$ cat config.mk
export PLATFORM = sky130hd
export DESIGN_NAME = running_stats_welford_core
export DESIGN_NICKNAME = d
export VERILOG_FILES = /design/src/rtl/rsw_pkg.sv /design/src/rtl/running_stats_welford_core.sv /design/src/rtl/rsw_ctrl.sv /design/src/rtl/rsw_dp.sv
export VERILOG_INCLUDE_DIRS = /design/src /design/src/rtl
export SDC_FILE = /design/constraint.sdc
export NUM_CORES = 2
export LEC_CHECK = 0
export ABC_CLOCK_PERIOD_IN_PS = 17700
export BUFFER_PORTS_ARGS = -buffer_cell sky130_fd_sc_hd__buf_2
export CORE_MARGIN = 4
export CORE_UTILIZATION = 52
export DETAILED_ROUTE_END_ITERATION = 6
export PLACE_DENSITY = 0.7
export SLEW_MARGIN = 25
export SYNTH_ARGS = -nofsm -noshare
export SYNTH_HDL_FRONTEND = slang
export SYNTH_SLANG_ARGS = --single-unit
$ cat constraint.sdc
create_clock -name aclk -period 17.7 [get_ports aclk]
set_input_delay 0.885 -clock aclk [delete_from_list [all_inputs] [get_ports aclk]]
set_output_delay 0.885 -clock aclk [all_outputs]
set_load 0.005 [all_outputs]
$ cat src/rtl/assert_macros.svh
// ----------------------------------------------------------------------------
// assert_macros.svh
// Assertion helper macros for the running statistics block.
// ----------------------------------------------------------------------------
`ifndef ASSERT_MACROS_SVH
`define ASSERT_MACROS_SVH
`ifndef ASSERT_OFF
`define ASSERT_IMPLIES(label, clk, rstn, a, c) \
    label: assert property (@(posedge clk) disable iff (!rstn) (a) |-> (c)) \
        else $error("assertion failed");
`define ASSERT_NEXT(label, clk, rstn, a, c) \
    label: assert property (@(posedge clk) disable iff (!rstn) (a) |=> (c)) \
        else $error("assertion failed");
`else
`define ASSERT_IMPLIES(label, clk, rstn, a, c)
`define ASSERT_NEXT(label, clk, rstn, a, c)
`endif
`endif

$ cat src/rtl/rsw_pkg.sv
// ----------------------------------------------------------------------------
// rsw_pkg
// Types and constants shared by the running statistics block.
// ----------------------------------------------------------------------------
`default_nettype none
package rsw_pkg;
    localparam int SAMPLE_BITS = 32;
    localparam int TIME_BITS   = 48;
    localparam int FRAC_BITS   = 16;
    localparam int MEAN_BITS   = 48;
    localparam int M2_BITS     = 64;
    localparam int CNT_BITS    = 32;
    localparam int SQRT_BITS   = 41;
    localparam int DIV_STEPS   = 64;
    localparam int MUL_STEPS   = 7;

    localparam logic [2:0] REQ_ADD   = 3'd0;
    localparam logic [2:0] REQ_BEGIN = 3'd1;
    localparam logic [2:0] REQ_END   = 3'd2;
    localparam logic [2:0] REQ_PAIR  = 3'd3;
    localparam logic [2:0] REQ_CLEAR = 3'd4;

    typedef struct packed {
        logic [2:0]         req_type;
        logic signed [31:0] sample_value;
        logic [47:0]        time_begin;
        logic [47:0]        time_end;
    } req_t;

    typedef struct packed {
        logic               sample_taken;
        logic signed [31:0] last_sample;
        logic signed [31:0] min_sample;
        logic signed [31:0] max_sample;
        logic signed [47:0] mean_fixed;
        logic [47:0]        stddev_fixed;
        logic [31:0]        sample_count;
    } rsp_t;

    typedef struct packed {
        logic start;
        logic add;
        logic clear;
        logic mark;
        logic unmark;
        logic load_mean_div;
        logic mean_step;
        logic mean_done;
        logic mul_step;
        logic load_m2;
        logic load_sd_div;
        logic sd_step;
        logic load_sqrt;
        logic sqrt_step;
    } cmd_t;

    typedef struct packed {
        logic begin_marked;
        logic step_last;
        logic count_zero;
    } sts_t;
endpackage
`default_nettype wire

$ cat src/rtl/running_stats_welford_core.sv
// ----------------------------------------------------------------------------
// running_stats_welford_core
// Welford running mean, deviation, min, max and count over signed samples.
// ----------------------------------------------------------------------------
// channel  dir  handshake          payload
// s_       in   s_valid/s_ready    rsw_pkg::req_t
// m_       out  m_valid/m_ready    rsw_pkg::rsp_t
// A sample request runs the mean divide, the mean update, the M2 product, the M2
// update, the M2/count divide, the square-root load and the square root before
// m_valid; other requests go straight to the M2/count divide.
// One request at a time; s_ready returns the cycle after the result is taken.
// Reset zeroes last, min, max, mean, M2 and count and the begin mark; the deviation is not reset.
// ----------------------------------------------------------------------------
`default_nettype none
`include "assert_macros.svh"
module running_stats_welford_core (
    input  wire logic          aclk,
    input  wire logic          aresetn,
    input  wire logic          s_valid,
    output logic               s_ready,
    input  wire rsw_pkg::req_t s_data,
    output logic               m_valid,
    input  wire logic          m_ready,
    output rsw_pkg::rsp_t      m_data
);
    import rsw_pkg::*;

    cmd_t        cmd;
    sts_t        sts;
    logic        taken;
    req_t        req_reg;
    logic [31:0] last_w, min_w, max_w, cnt_w;
    logic [47:0] mean_w, sd_w;

    always_ff @(posedge aclk) begin
        if (s_valid && s_ready) begin
            req_reg <= s_data;
        end
    end

    rsw_ctrl u_ctrl (
        .aclk(aclk), .aresetn(aresetn), .s_valid(s_valid), .s_ready(s_ready),
        .req_type(s_data.req_type), .m_valid(m_valid), .m_ready(m_ready),
        .taken(taken), .sts(sts), .cmd(cmd)
    );

    rsw_dp u_dp (
        .aclk(aclk), .aresetn(aresetn), .req(cmd.start ? s_data : req_reg),
        .cmd(cmd), .sts(sts), .last_o(last_w), .min_o(min_w), .max_o(max_w),
        .mean_o(mean_w), .sd_o(sd_w), .cnt_o(cnt_w)
    );

    assign m_data = '{sample_taken: taken, last_sample: last_w, min_sample: min_w,
                      max_sample: max_w, mean_fixed: mean_w, stddev_fixed: sd_w,
                      sample_count: cnt_w};

    `ASSERT_IMPLIES(a_excl, aclk, aresetn, 1'b1, !(s_ready && m_valid))
    `ASSERT_NEXT(a_hold, aclk, aresetn, m_valid && !m_ready, m_valid && $stable(m_data))
    `ASSERT_IMPLIES(a_cnt0, aclk, aresetn, m_valid && m_data.sample_count == 32'd0,
        m_data.stddev_fixed == 48'd0)
endmodule
`default_nettype wire

$ cat src/rtl/rsw_ctrl.sv
// ----------------------------------------------------------------------------
// rsw_ctrl
// Sequencer: decode request; for samples run the mean divide, M2 product and update;
// for every request run the M2/count divide and square root, then hand the result out.
// ----------------------------------------------------------------------------
`default_nettype none
module rsw_ctrl (
    input  wire logic          aclk,
    input  wire logic          aresetn,
    input  wire logic          s_valid,
    output logic               s_ready,
    input  wire logic [2:0]    req_type,
    output logic               m_valid,
    input  wire logic          m_ready,
    output logic               taken,
    input  wire rsw_pkg::sts_t sts,
    output rsw_pkg::cmd_t      cmd
);
    import rsw_pkg::*;

    localparam logic [3:0] ST_IDLE = 4'd0;
    localparam logic [3:0] ST_MDIV = 4'd1;
    localparam logic [3:0] ST_MEAN = 4'd2;
    localparam logic [3:0] ST_MUL  = 4'd3;
    localparam logic [3:0] ST_M2   = 4'd4;
    localparam logic [3:0] ST_SDIV = 4'd5;
    localparam logic [3:0] ST_SQLD = 4'd6;
    localparam logic [3:0] ST_SQRT = 4'd7;
    localparam logic [3:0] ST_OUT  = 4'd8;

    logic [3:0] state_reg, state_next;
    logic       taken_reg, taken_next;
    logic       acc;
    logic       adds;

    assign acc = s_valid && s_ready;
    always_comb begin
        unique case (req_type)
            REQ_ADD, REQ_PAIR: adds = 1'b1;
            REQ_END:           adds = sts.begin_marked;
            default:           adds = 1'b0;
        endcase
    end

    assign s_ready = (state_reg == ST_IDLE);
    assign m_valid = (state_reg == ST_OUT);
    assign taken   = taken_reg;

    always_comb begin
        cmd = '0;
        state_next = state_reg;
        taken_next = taken_reg;
        unique case (state_reg)
            ST_IDLE: begin
                if (acc) begin
                    cmd.start  = 1'b1;
                    cmd.add    = adds;
                    cmd.clear  = (req_type == REQ_CLEAR);
                    cmd.mark   = (req_type == REQ_BEGIN);
                    cmd.unmark = (req_type == REQ_END) && sts.begin_marked;
                    taken_next = adds;
                    if (adds) begin
                        cmd.load_mean_div = 1'b1;
                        state_next = ST_MDIV;
                    end else begin
                        cmd.load_sd_div = 1'b1;
                        state_next = ST_SDIV;
                    end
                end
            end
            ST_MDIV: begin
                cmd.mean_step = 1'b1;
                if (sts.step_last) begin
                    state_next = ST_MEAN;
                end
            end
            ST_MEAN: begin
                cmd.mean_done = 1'b1;
                state_next = ST_MUL;
            end
            ST_MUL: begin
                cmd.mul_step = 1'b1;
                if (sts.step_last) begin
                    state_next = ST_M2;
                end
            end
            ST_M2: begin
                cmd.load_m2 = 1'b1;
                cmd.load_sd_div = 1'b1;
                state_next = ST_SDIV;
            end
            ST_SDIV: begin
                cmd.sd_step = 1'b1;
                if (sts.step_last) begin
                    state_next = ST_SQLD;
                end
            end
            ST_SQLD: begin
                cmd.load_sqrt = 1'b1;
                state_next = ST_SQRT;
            end
            ST_SQRT: begin
                cmd.sqrt_step = 1'b1;
                if (sts.step_last) begin
                    state_next = ST_OUT;
                end
            end
            ST_OUT: begin
                if (m_ready) begin
                    state_next = ST_IDLE;
                end
            end
            default: state_next = ST_IDLE;
        endcase
    end

    always_ff @(posedge aclk) begin
        if (!aresetn) begin
            state_reg <= ST_IDLE;
            taken_reg <= 1'b0;
        end else begin
            state_reg <= state_next;
            taken_reg <= taken_next;
        end
    end
endmodule
`default_nettype wire

$ cat src/rtl/rsw_dp.sv
// ----------------------------------------------------------------------------
// rsw_dp
// Datapath: statistics registers, shared restoring divider, digit-serial
// M2 product and bit-serial square root.
// ----------------------------------------------------------------------------
`default_nettype none
module rsw_dp (
    input  wire logic          aclk,
    input  wire logic          aresetn,
    input  wire rsw_pkg::req_t req,
    input  wire rsw_pkg::cmd_t cmd,
    output rsw_pkg::sts_t      sts,
    output logic [31:0]        last_o,
    output logic [31:0]        min_o,
    output logic [31:0]        max_o,
    output logic [47:0]        mean_o,
    output logic [47:0]        sd_o,
    output logic [31:0]        cnt_o
);
    import rsw_pkg::*;

    logic signed [31:0] last_reg, min_reg, max_reg;
    logic signed [47:0] mean_reg;
    logic [63:0]        m2_reg;
    logic [31:0]        cnt_reg;
    logic               mark_reg;
    logic [47:0]        stamp_reg;
    logic signed [49:0] xs_reg;
    logic               dneg_reg;
    logic signed [49:0] delta_reg;
    logic [63:0]        q_reg;
    logic [32:0]        rem_reg;
    logic [63:0]        dvd_reg;
    logic [6:0]         step_reg;
    logic [55:0]        mula_reg;
    logic [49:0]        mulb_reg;
    logic [99:0]        prod_reg;
    logic               upd_reg;
    logic [40:0]        root_reg;
    logic [81:0]        rsq_reg;
    logic [79:0]        rad_reg;
    logic [47:0]        sd_reg;

    logic signed [31:0] x;
    logic signed [48:0] dur;
    logic [47:0]        beg;
    logic [31:0]        cnt_new;
    logic signed [49:0] delta;
    logic [63:0]        dmag;
    logic [33:0]        rtry;
    logic signed [49:0] mean_new;
    logic signed [49:0] delta2;
    logic [49:0]        m1, m2v;
    logic [57:0]        pp;
    logic [83:0]        term;
    logic [64:0]        m2sum;
    logic [63:0]        m2_upd;
    logic [40:0]        cand;
    logic [81:0]        sq;
    logic               sq_fit;

    always_comb begin
        beg = (req.req_type == REQ_END) ? stamp_reg : req.time_begin;
        dur = $signed({1'b0, req.time_end}) - $signed({1'b0, beg});
        if (req.req_type == REQ_ADD) begin
            x = req.sample_value;
        end else if (dur > 49'sd2147483647) begin
            x = 32'sh7fffffff;
        end else if (dur < -49'sd2147483648) begin
            x = 32'sh80000000;
        end else begin
            x = dur[31:0];
        end
    end

    assign cnt_new = (cnt_reg == '1) ? cnt_reg : cnt_reg + 32'd1;
    assign delta   = {{2{x[31]}}, x, 16'd0} - {{2{mean_reg[47]}}, mean_reg};
    assign dmag    = delta[49] ? 64'(-delta) : 64'(delta);

    assign rtry = {rem_reg, dvd_reg[63]} - {2'b0, cnt_reg};
    assign mean_new = {{2{mean_reg[47]}}, mean_reg}
                      + (dneg_reg ? -$signed({1'b0, q_reg[48:0]})
                                  : $signed({1'b0, q_reg[48:0]}));
    assign delta2 = xs_reg - mean_new;
    assign m1  = delta_reg[49] ? -delta_reg : delta_reg;
    assign m2v = delta2[49] ? -delta2 : delta2;
    assign pp  = mulb_reg * mula_reg[55:48];
    assign term = prod_reg[99:16];
    assign m2sum = {1'b0, m2_reg} + ((|term[83:64]) ? 65'h0ffffffffffffffff
                                                    : {1'b0, term[63:0]});
    assign m2_upd = !upd_reg ? m2_reg : (m2sum[64] ? '1 : m2sum[63:0]);
    assign cand = root_reg | (41'd1 << step_reg[5:0]);
    assign sq   = rsq_reg + ({41'd0, root_reg} << (step_reg[5:0] + 6'd1))
                  + (82'd1 << {step_reg[5:0], 1'b0});
    assign sq_fit = ({2'b0, rad_reg} >= sq);

    assign sts = '{begin_marked: mark_reg, step_last: (step_reg == '0),
                   count_zero: (cnt_reg == '0)};

    always_ff @(posedge aclk) begin
        if (!aresetn) begin
            last_reg <= '0; min_reg <= '0; max_reg <= '0;
            mean_reg <= '0; m2_reg <= '0; cnt_reg <= '0;
            mark_reg <= 1'b0; stamp_reg <= '0;
        end else begin
            if (cmd.mark) begin
                mark_reg  <= 1'b1;
                stamp_reg <= req.time_begin;
            end
            if (cmd.unmark) begin
                mark_reg <= 1'b0;
            end
            if (cmd.clear) begin
                last_reg <= '0; min_reg <= '0; max_reg <= '0;
                mean_reg <= '0; m2_reg <= '0; cnt_reg <= '0;
            end
            if (cmd.add) begin
                last_reg <= x;
                min_reg  <= (cnt_reg == '0 || x < min_reg) ? x : min_reg;
                max_reg  <= (cnt_reg == '0 || x > max_reg) ? x : max_reg;
                cnt_reg  <= cnt_new;
            end
            if (cmd.mean_done) begin
                mean_reg <= mean_new[47:0];
            end
            if (cmd.load_m2) begin
                m2_reg <= m2_upd;
            end
        end
    end

    always_ff @(posedge aclk) begin
        if (cmd.add) begin
            xs_reg    <= {{2{x[31]}}, x, 16'd0};
            delta_reg <= delta;
            dneg_reg  <= delta[49];
        end
        if (cmd.load_mean_div) begin
            dvd_reg  <= dmag;
            rem_reg  <= '0;
            q_reg    <= '0;
            step_reg <= 7'(DIV_STEPS - 1);
        end else if (cmd.load_sd_div) begin
            dvd_reg  <= cmd.load_m2 ? m2_upd : m2_reg;
            rem_reg  <= '0;
            q_reg    <= '0;
            step_reg <= 7'(DIV_STEPS - 1);
        end else if (cmd.mean_step || cmd.sd_step) begin
            dvd_reg <= {dvd_reg[62:0], 1'b0};
            if (!rtry[33]) begin
                rem_reg <= rtry[32:0];
                q_reg   <= {q_reg[62:0], 1'b1};
            end else begin
                rem_reg <= {rem_reg[31:0], dvd_reg[63]};
                q_reg   <= {q_reg[62:0], 1'b0};
            end
            if (!sts.step_last) begin
                step_reg <= step_reg - 7'd1;
            end
        end else if (cmd.mean_done) begin
            mula_reg <= {6'd0, m1};
            mulb_reg <= m2v;
            prod_reg <= '0;
            upd_reg  <= delta_reg != '0 && delta2 != '0
                        && delta_reg[49] == delta2[49];
            step_reg <= 7'(MUL_STEPS - 1);
        end else if (cmd.mul_step) begin
            prod_reg <= {prod_reg[91:0], 8'd0} + {42'd0, pp};
            mula_reg <= {mula_reg[47:0], 8'd0};
            if (!sts.step_last) begin
                step_reg <= step_reg - 7'd1;
            end
        end else if (cmd.load_sqrt) begin
            root_reg <= '0;
            rsq_reg  <= '0;
            rad_reg  <= (cnt_reg == '0) ? 80'd0 : {q_reg, 16'd0};
            step_reg <= 7'(SQRT_BITS - 1);
        end else if (cmd.sqrt_step) begin
            if (sq_fit) begin
                root_reg <= cand;
                rsq_reg  <= sq;
            end
            if (step_reg == '0) begin
                sd_reg <= sq_fit ? {7'd0, cand} : {7'd0, root_reg};
            end else begin
                step_reg <= step_reg - 7'd1;
            end
        end
    end

    assign last_o = last_reg;
    assign min_o  = min_reg;
    assign max_o  = max_reg;
    assign mean_o = mean_reg;
    assign sd_o   = sd_reg;
    assign cnt_o  = cnt_reg;
endmodule
`default_nettype wire

Word level (Yosys, flattened, before mapping)
Index checks and enable logic that the tools add are counted. Widths: inputs -> output; s select.

Register bits: 1133. Bits of input ports: 135. Output and inout port bits: 227. Logic and storage cells: 191.

$add $sub $neg: 16. Multipliers: 1. Order comparisons: 5. Equality and inequality tests: 24. Shifts and indexed selects: 3. Multiplexer cells: 66. Bitwise gates (word level): 8. Reductions and logical operators: 36.

Operator list (count): $mux 64 (10); $mux 32 (11); $add 82x82->82 (2); $mux 82 (2); $mux 50 (3); $mux 48 (3); $mux 131 (1); $mux 41 (3); $add 100x58->100 (1); $mux 100 (1); $neg 49->50 (2); $reduce_bool 50->1 (2); $sub 48x48->49 (2); $ge 80x82->1 (1); $shl 1x7->82 const A (1); $shl 41x6->82 (1); $add 64x65->65 (1); $neg 49->64 (1); $mul 50x8->58 (1); $mux 56 (1); $add 50x50->50 (1); $neg 50->50 (1); $sub 48x50->50 (1); $gt 49x32->1 const B (1); other kinds (46) (105).

Longest topological paths before layout
Word-level depth: 18. Mapped depth: 49.

Hierarchy
From an unflattened synthesis, not the netlist that was laid out.

Cells, all modules: 9556. Area total of the unflattened synthesis: 88458.6 µm².

By module, submodules not included: rsw_dp (times used 1, cells each 9225, area each 82092.5 µm², sequential area each 25284.2 µm²); running_stats_welford_core (times used 1, cells each 279, area each 5908.2 µm², sequential area each 3933.8 µm²); rsw_ctrl (times used 1, cells each 52, area each 457.9 µm², sequential area each 100.1 µm²).

Least setup slack after synthesis
OpenSTA, ideal clock, no wires.

Path type: register to register. Start point: register u_dp.step_reg[0]. End point: register u_dp.root_reg[0], enable pin. Arrival: 12.796 ns. Required time: 17.208 ns. Slack: 4.411 ns. Stages on the path, launching flop included: 41. Buffers on the path: 8. Period minus slack after synthesis: 13.289 ns. Path through: dfxtp_1 clkbuf_1 buf_1 clkbuf_1 inv_1 ha_1 clkbuf_1 clkbuf_1 buf_1 clkbuf_1 nor2_1 nand2_1 o21ai_0 nand3_1 nor2_1 fa_1 fa_1 a21o_1 [5 not listed] o31ai_1 a221oi_1 o31a_1 o21ai_0 a211o_1 a21boi_0 xor2_1 ha_1 nand4_1 nor4_1 nand3_1 nor3_1 a21oi_1 o21a_1 or3_1 mux2i_1 clkbuf_1 o21a_1.

Cells in the longest elaborated chain, start to end: 7. Elaborated cells on any way between the ends: 8. Those cells by class: 3 x add/sub; 1 x order compare; 2 x shift; 2 x reduce/logical.

Ends and longest elaborated chain: start: declaration (line rsw_dp.sv:34) `logic [6:0] step_reg;`; start signal: assignment (line rsw_dp.sv:142) `step_reg <= 7'(DIV_STEPS - 1);`; start signal: assignment (line rsw_dp.sv:147) `step_reg <= 7'(DIV_STEPS - 1);`; start signal: assignment (line rsw_dp.sv:158) `step_reg <= step_reg - 7'd1;`; $add 6x1->6 (line rsw_dp.sv:93) `assign sq = rsq_reg + ({41'd0, root_reg} << (step_reg[5:0] + 6'd1))`; $shl 41x6->82 (line rsw_dp.sv:93); $add 82x82->82 (line rsw_dp.sv:93); $add 82x82->82 * (line rsw_dp.sv:94) `+ (82'd1 << {step_reg[5:0], 1'b0});`; $ge 80x82->1 * (line rsw_dp.sv:95) `assign sq_fit = ({2'b0, rad_reg} >= sq);`; $reduce_bool 2->1 (no line) *; $reduce_and 7->1 (no line) *; end signal: assignment (line rsw_dp.sv:180) `root_reg <= cand;`; end: declaration (line rsw_dp.sv:39) `logic [40:0] root_reg;`.

Mark *: on every way between the ends. The rest lies on a longest branch, timed or not. A chain may end at the register's enable or synchronous reset.

Worst setup path after layout
Start point: register u_dp.step_reg[0]. End point: register u_dp.rsq_reg[81], enable pin.

Cells in the longest elaborated chain, start to end: 7. Elaborated cells on any way between the ends: 8. Those cells by class: 3 x add/sub; 1 x order compare; 2 x shift; 2 x reduce/logical.

Ends and longest elaborated chain: $add 6x1->6 (line rsw_dp.sv:93); $shl 41x6->82 (line rsw_dp.sv:93); $add 82x82->82 (line rsw_dp.sv:93); $add 82x82->82 * (line rsw_dp.sv:94); $ge 80x82->1 * (line rsw_dp.sv:95); $reduce_bool 2->1 (no line) *; $reduce_and 7->1 (no line) *; end signal: assignment (line rsw_dp.sv:181) `rsq_reg <= sq;`; end: declaration (line rsw_dp.sv:40) `logic [81:0] rsq_reg;`.

Marked as above.

==> impl_metrics.json <==
{
  "crit_type": "flop to flop",
  "crit_required_ps": 18100,
  "drive_above_1_share": 0.0838,
  "nNetsFinal": 11400,
  "final.min_clock_period_ps": 13490,
  "finalSetupTns_ps": 0,
  "core_area_mm2": 0.172,
  "numPortBuffers": 354,
  "clock_path_buffers": 3,
  "cts_sinks": 1109,
  "worst-path-buf-inv": 5,
  "globalRouteOverflowTotal": 0,
  "crit_arrival_ps": 13880,
  "drtIter0Drc": 7705,
  "layout_setup_ws_ps": 4210,
  "cts_made_buffers": 135,
  "fin_crit_sh": 0.762,
  "worstHoldStart": "s_data[49]",
  "rsz0062_at_grt": "false",
  "drc": 0,
  "slowest_stage": "buf_4",
  "clkTransAtPathRegs_ps": 60,
  "finalMaxSlewViolations": 0,
  "crit_fanout": 71,
  "synth-edff-count": 711,
  "synthesis.area_mm2": 0.0899,
  "final-hold-violation-count": 0,
  "drv_cap": 0,
  "crit_top_cell": "buf_4",
  "clock_tree.root_cell": "clkbuf_16",
  "cts_resized": 0,
  "tritoncts": "done",
  "outcome": "complete, no violations",
  "slowest_delay_ps": 860,
  "place_ws_ps": 4380,
  "fmax_mhz": 74.1,
  "worstSkewPairLatency_ps": 830,
  "startpoint_type": "flop",
  "finish.utilization": 0.572,
  "initial_utilization": 0.523,
  "rows": 152,
  "vias_per_cell": 6.19,
  "slew_headroom": 0.253,
  "gp_congestion": 0.997,
  "totalWireLength_mm": 302,
  "hpwl_mm": 233,
  "ys_warn_count": 0,
  "tightest_slew_ps": 1120,
  "crit_family": "compound AO/OA/AOI/OAI gates",
  "num_io_pins": 362,
  "yosysUniqueCellTypes": 110,
  "wire_per_inst_um": 23.7,
  "setup_viol": 0,
  "antenna_found_initial": 15,
  "skew_ps": 48.4,
  "cts_max_level": 4,
  "cts_hold_repair.buffers": 0,
  "synth_flop_cell": "edfxtp_1",
  "track_usage": 0.328,
  "via_count": 78800,
  "ys_ff_latch": 1109,
  "largest_reg_flops": 131,
  "die-area_mm2": 0.180,
  "synthArstFlopShare": 0,
  "die_y_um": 424,
  "cts_setup_buffers": 0,
  "post_synth.cell_area_avg_um2": 8.79,
  "netlist_instances": 10200,
  "area_delta_synth_final_pct": 9.34,
  "ys_seq_area_frac": 0.326,
  "min_path_type": "primary input to flop",
  "ant_nets": 0,
  "grt_max_degree": 145,
  "crit_start": "u_dp.step_reg[0]",
  "grt_pass1_wl_mm": 458,
  "die_x_um": 424,
  "firstDrtPassIters": 6,
  "cp-end-kind": "flop",
  "r2r_start": "u_dp.step_reg[0]",
  "grt_pass1_vias": 75200
}
## placed cells by master, fill, tap and decap left out, types with 56 or more instances in the layout
master and n:
nor3_1 166, o21bai_1 72, fa_1 383, o31ai_1 69, clkbuf_16 140, nand2_1 1301
xor2_1 217, nor2_1 813, inv_1 583, buf_4 99, nand4_1 96, o21ai_0 614
a21boi_0 90, a21o_1 352, o22ai_1 89, and3_1 72, nand2b_1 74, nor2b_1 173
or3_1 108, edfxtp_1 711, ha_1 603, o21a_1 95, buf_2 354, nand3_1 418
and2_1 305, nor4_1 56, dfxtp_1 397, xnor2_1 365, a21oi_1 613, a31oi_1 58
## final cells by class
| type | instances | area (µm²) |
|---|---|---|
| inverters | 587 | 2220 |
| clock inverters | 74 | 762 |
| diodes | 8 | 20.0 |
| well taps | 2310 | 2890 |
| multi-input cells | 8014 | 56600 |
| clock buffers | 177 | 3780 |
| flip-flops and latches | 1109 | 29300 |
| fillers | 15400 | 73500 |
| repair buffers | 461 | 2660 |
## Yosys cell counts, drive strengths merged (46+ instances only)
library cell	instances	area share
nand2	1305	0.055
nor2	826	0.035
edfxtp	711	0.24
o21ai	631	0.035
a21oi	614	0.034
ha	605	0.084
inv	587	0.025
clkbuf	452	0.019
nand3	421	0.024
dfxtp	398	0.089
fa	383	0.085
xnor2	370	0.036
a21o	352	0.029
and2	308	0.021
xor2	220	0.021
nor2b	175	0.012
nor3	175	0.010
or3	111	0.0078
o21a	97	0.0082
nand4	96	0.0067
a21boi	90	0.0075
o22ai	89	0.0062
nand2b	74	0.0052
and3	72	0.0050
o21bai	72	0.0060
buf	71	0.0036
o31ai	71	0.0060
nor4	64	0.0053
a31oi	59	0.0043
o211a	53	0.0059
or2	50	0.0035
a211oi	46	0.0041
mux2i	46	0.0051
## final timing paths
kind	to	slack [ps]	cells past startpoint
worst min-delay path	req_reg[49]	270	1
worst max register to register	u_dp.rsq_reg[81]	4210	35
worst max-delay path	u_dp.rsq_reg[81]	4210	35
worst min register to register	u_dp.step_reg[6]	450	2
## routing by layer
layer  GRT usage  routed length (µm)
met4       0.161               17400
met5           0                  33
met2       0.508              134000
met3      0.0616               25200
met1       0.442              126000
## per-stage QoR
step / hold slack (ps) / std cells / instance area (µm²)
2_1_floorplan: 418 / 10200 / 89900
3_3_place_gp: 432 / 12500 / 93600
3_5_place_dp: 440 / 12500 / 93700
4_1_cts: 223 / 12700 / 98200
5_1_grt: 245 / 12700 / 98300
6_report: 271 / 12700 / 98300
## cells by family after synthesis
logic type | Yosys count | share of synthesized area
mux | 92 | 0.0150
xor+xnor | 590 | 0.0577
flops | 1109 | 0.326
buf+inv | 1110 | 0.0470
other cells | 1 | 0.0000417
compound gates | 2549 | 0.184
fa+ha+maj | 988 | 0.170
simple gates | 3788 | 0.200
Power is left out: the tool's default activity adds up to more than one toggle a clock period on the data nets, which glitch-free logic cannot reach.
